[src/fps_pkg.sv]
// Shared types and constants of the funnel path smoother.
// Used by the top level, the cross product unit and the port checker.
package fps_pkg;

    localparam int MAX_PORTALS = 64;
    localparam int COORD_BITS  = 16;
    localparam int MAX_RESULTS = 64;

    localparam int IDX_W = $clog2(MAX_PORTALS);
    localparam int CNT_W = $clog2(MAX_PORTALS + 1);
    localparam int RES_W = $clog2(MAX_RESULTS);

    localparam int DIFF_W = COORD_BITS + 1;
    localparam int PROD_W = 2 * DIFF_W;
    localparam int AREA_W = PROD_W + 1;

    localparam int PORTAL_W  = 4 * COORD_BITS;
    localparam int POINT_W   = 2 * COORD_BITS;
    localparam int S_TDATA_W = ((PORTAL_W + 7) / 8) * 8;
    localparam int M_TDATA_W = ((POINT_W + 7) / 8) * 8;

    localparam logic [RES_W-1:0] CORNER_LIMIT = RES_W'(MAX_RESULTS - 1);

    typedef logic [IDX_W-1:0] idx_t;
    typedef logic [CNT_W-1:0] cnt_t;
    typedef logic signed [AREA_W-1:0] area_t;

    // x sits in the low bits of a point, the left point in the low bits of a portal.
    typedef struct packed {
        logic [COORD_BITS-1:0] y;
        logic [COORD_BITS-1:0] x;
    } point_t;

    typedef struct packed {
        point_t r;
        point_t l;
    } portal_t;

    typedef enum logic [3:0] {
        ST_IDLE,
        ST_INIT_RD,
        ST_INIT,
        ST_CHECK,
        ST_FETCH,
        ST_R1,
        ST_R2,
        ST_L1,
        ST_L2,
        ST_CORNER,
        ST_FINAL
    } state_t;

    typedef enum logic {
        SIDE_RIGHT,
        SIDE_LEFT
    } side_t;

endpackage

[src/fps_area2.sv]
// Shared doubled cross product unit: area2(a, b, c) with one register stage.
// Depends on fps_pkg for point and area types.
module fps_area2
    import fps_pkg::*;
(
    input  logic   aclk,
    input  point_t a,
    input  point_t b,
    input  point_t c,
    output area_t  area
);

    logic signed [DIFF_W-1:0] ax, ay, bx, by;
    logic signed [PROD_W-1:0] p1_reg, p2_reg;

    assign ax = $signed({1'b0, b.x}) - $signed({1'b0, a.x});
    assign ay = $signed({1'b0, b.y}) - $signed({1'b0, a.y});
    assign bx = $signed({1'b0, c.x}) - $signed({1'b0, a.x});
    assign by = $signed({1'b0, c.y}) - $signed({1'b0, a.y});

    always_ff @(posedge aclk) begin
        p1_reg <= bx * ay;
        p2_reg <= ax * by;
    end

    // The difference of the two products is exact one bit wider than a product.
    assign area = AREA_W'(p1_reg) - AREA_W'(p2_reg);

endmodule

[config.mk]
export PLATFORM = sky130hd
export DESIGN_NAME = fps_area2
export DESIGN_NICKNAME = d
export VERILOG_FILES = /design/src/fps_pkg.sv /design/src/fps_area2.sv
export SDC_FILE = /design/constraint.sdc
export NUM_CORES = 2
export LEC_CHECK = 0
export BUFFER_PORTS_ARGS = -buffer_cell sky130_fd_sc_hd__buf_4
export CAP_MARGIN = 25
export CORE_UTILIZATION = 65
export CTS_CLUSTER_DIAMETER = 60
export DETAILED_ROUTE_END_ITERATION = 10
export PLACE_DENSITY = 0.86
export SYNTH_ARGS = -nofsm -noshare
export SYNTH_HDL_FRONTEND = slang
export SYNTH_SLANG_ARGS = --single-unit
[constraint.sdc]
create_clock -name aclk -period 11.8 [get_ports aclk]
set_clock_uncertainty 0.15 [all_clocks]
set_input_delay 1.18 -clock aclk [delete_from_list [all_inputs] [get_ports aclk]]
set_output_delay 1.18 -clock aclk [all_outputs]
set_load 0.05 [all_outputs]
==> impl_metrics.yaml <==
setup_path:
  cp.buffers_inverters: 4
  worstSetupPathType: "input pin to register"
  critical_path_depth: 29
  slowest_delay_ns: 0.85
  startpoint_type: "input pin"
  critPathLaunch: "b[16]"
  crit_required_ns: 11.93
  cpMostUsedCell: "fa_1"
  cp_max_fo: 14
  critical-path-top-delay-family: "adder cells"
  setup.worst_path.end_class: "register"
  cpMaxStageDelayCell: "xor2_2"
  cp.arrival_ns: 10.12
final_layout:
  post-route-util_pct: 71.3
  fin_cells: 3895
  design.final.nets: 4315
  num_antenna_cells: 0
  drive_gt1_share_pct: 7.36
  area_growth_pct: 7.83
clocking:
  cts_hold_buf: 0
  cts_buffers: 9
  cts_tree: "built"
  cts.path.max_buffers: 2
  clkTransAtPathRegs_ns: 0.07
  cts_setup_buffers: 0
  cts_resized: 0
  cts_sinks: 68
  cts_root_buffer: "clkbuf_16"
  h-tree-depth: 3
floorplanning:
  core_mm2: 0.0421
  die_w_um: 209
  die_area_mm2: 0.0437
  initial_core_util_pct: 66.2
  num_rows: 75
  ioPinCount: 132
  fp.dieH_um: 209
logic_synthesis:
  mappedNetlistArea_mm2: 0.0279
  ys.flop_type: "dfxtp_1"
  yosysMostFrequentCell: "inv_1"
  synth_edf_count: 0
  synth.avg_cell_area_um2: 8.65
  ys_types: 83
  netlist_instances: 3222
  synth_top_area_share_pct: 42.9
  async_flop_share_pct: 0
  syn-num-nets: 4186
  synth_top_area_cell: "fa_1"
  synth.area.top_cells: "fa_1 43%, ha_1 12%, inv_1 9.8%"
  ys_ff_latch: 68
  ys_seq_area_share_pct: 4.88
  yosysWarnings: 0
  yosys-top-cells-count: "725 x inv_1, 598 x fa_1, 319 x nor2_1"
routing:
  first_iter_violations: 2242
  wirelength_um: 83800
  routed_via_density: 6.00
  drtAntennaViolNets: 0
  wl_per_cell_um: 21.5
  drc: 0
  num_vias: 23400
  drt_first_pass_iters: 6
global_routing:
  track_usage_pct: 40.5
  grt_pass1_vias: 25200
  grt_max_degree: 19
  grt_pass1_wl_um: 134000
  antenna_found_initial: 0
  grt.overflow.total: 0
timing:
  worstMarginPinSlew_ns: 1.08
  maxSlewViolCount: 0
  hold_violations: 0
  fin_crit_sh_pct: 84.7
  slew_headroom_pct: 27.6
  fmax_mhz: 100
  finalSetupTns_ns: 0
  min_period_ns: 9.99
  rsz0062_at_grt: "false"
  finalSetupViolCount: 0
  layout_setup_ws_ns: 1.81
placement:
  hpwl_um: 71300
  place_congestion: 1.03
  io_buffers: 131
  place_inst: 3870
  pre_cts_ws_ns: 1.65
run:
  cap_viol_max_count: 0
min_path:
  holdPathStages: 3
  hp-class: "input pin to register"
  hp-start: "a[0]"
run_status:
  status: "complete, no violations"
stage by stage:
| stage | instance area, um^2 | hold slack (ns) |
|---|---|---|
| detailed placement | 29700 | 1.64 |
| floorplan | 27900 | 1.48 |
| global route | 30100 | 1.39 |
| finish | 30100 | 1.36 |
| global placement | 29600 | 1.64 |
| CTS | 30000 | 1.37 |
final cells by class:
class	count	area (um^2)
clock buffer	9	225
multi-input combinational	2354	23500
sequential	68	1360
timing repair buffer	191	1440
inverter	727	2730
clock inverter	7	98.8
fill	3333	12100
tap	539	674
worst paths after layout:
kind / to / slack, ns
worst min-delay path: p1_reg[0] / 1.36
worst max-delay path: p1_reg[30] / 1.81
layout by cell type (no fill, tap or decap), types with 7 or more instances in the layout:
cell type | Yosys | layout
a221oi_1 | 7 | 7
o21bai_1 | 11 | 11
o21ai_0 | 54 | 54
xnor2_1 | 95 | 91
nor3_1 | 72 | 72
dfxtp_1 | 68 | 68
and2_1 | 33 | 33
or3_1 | 14 | 14
nor2_1 | 319 | 318
nand3_1 | 53 | 53
nand2_1 | 318 | 318
a21o_1 | 40 | 40
nor4_1 | 7 | 7
clkbuf_16 | 0 | 9
nand4_1 | 10 | 10
buf_4 | 1 | 189
and3_1 | 17 | 17
a211oi_1 | 13 | 13
nand2b_1 | 29 | 29
fa_1 | 598 | 598
inv_1 | 725 | 725
a31oi_1 | 17 | 17
a21oi_1 | 104 | 103
o21a_1 | 27 | 27
or2_2 | 13 | 13
xor2_1 | 48 | 48
ha_1 | 269 | 269
o211ai_1 | 14 | 14
nor2b_1 | 22 | 22
o31a_1 | 7 | 7
o21ai_1 | 29 | 29
o31ai_1 | 8 | 8
cell families (layout without fill, tap and decap cells):
| logic type | count (synthesis) | after routing | synth area share [%] |
|---|---|---|---|
| and+or+nand+nor | 944 | 944 | 15.1 |
| buffers and inverters | 800 | 934 | 10.8 |
| xor gates and xnor gates | 144 | 144 | 4.55 |
| muxes | 3 | 3 | 0.108 |
| AOI/OAI and AO/OA | 396 | 396 | 9.49 |
| adders and majority gates | 867 | 867 | 55.0 |
| DFF | 68 | 68 | 4.88 |
metal layers:
metal	vias up	global-route usage (%)	part of all wire, %
met5	-	0	0
met4	0	26.0	7.4
met3	295	8.22	9.7
met2	1267	63.5	45
met1	11600	51.5	38
li1	10200	-	-
Power is not shown: default switching activity piles up to over one toggle a cycle in this logic, so the estimate is an artifact.
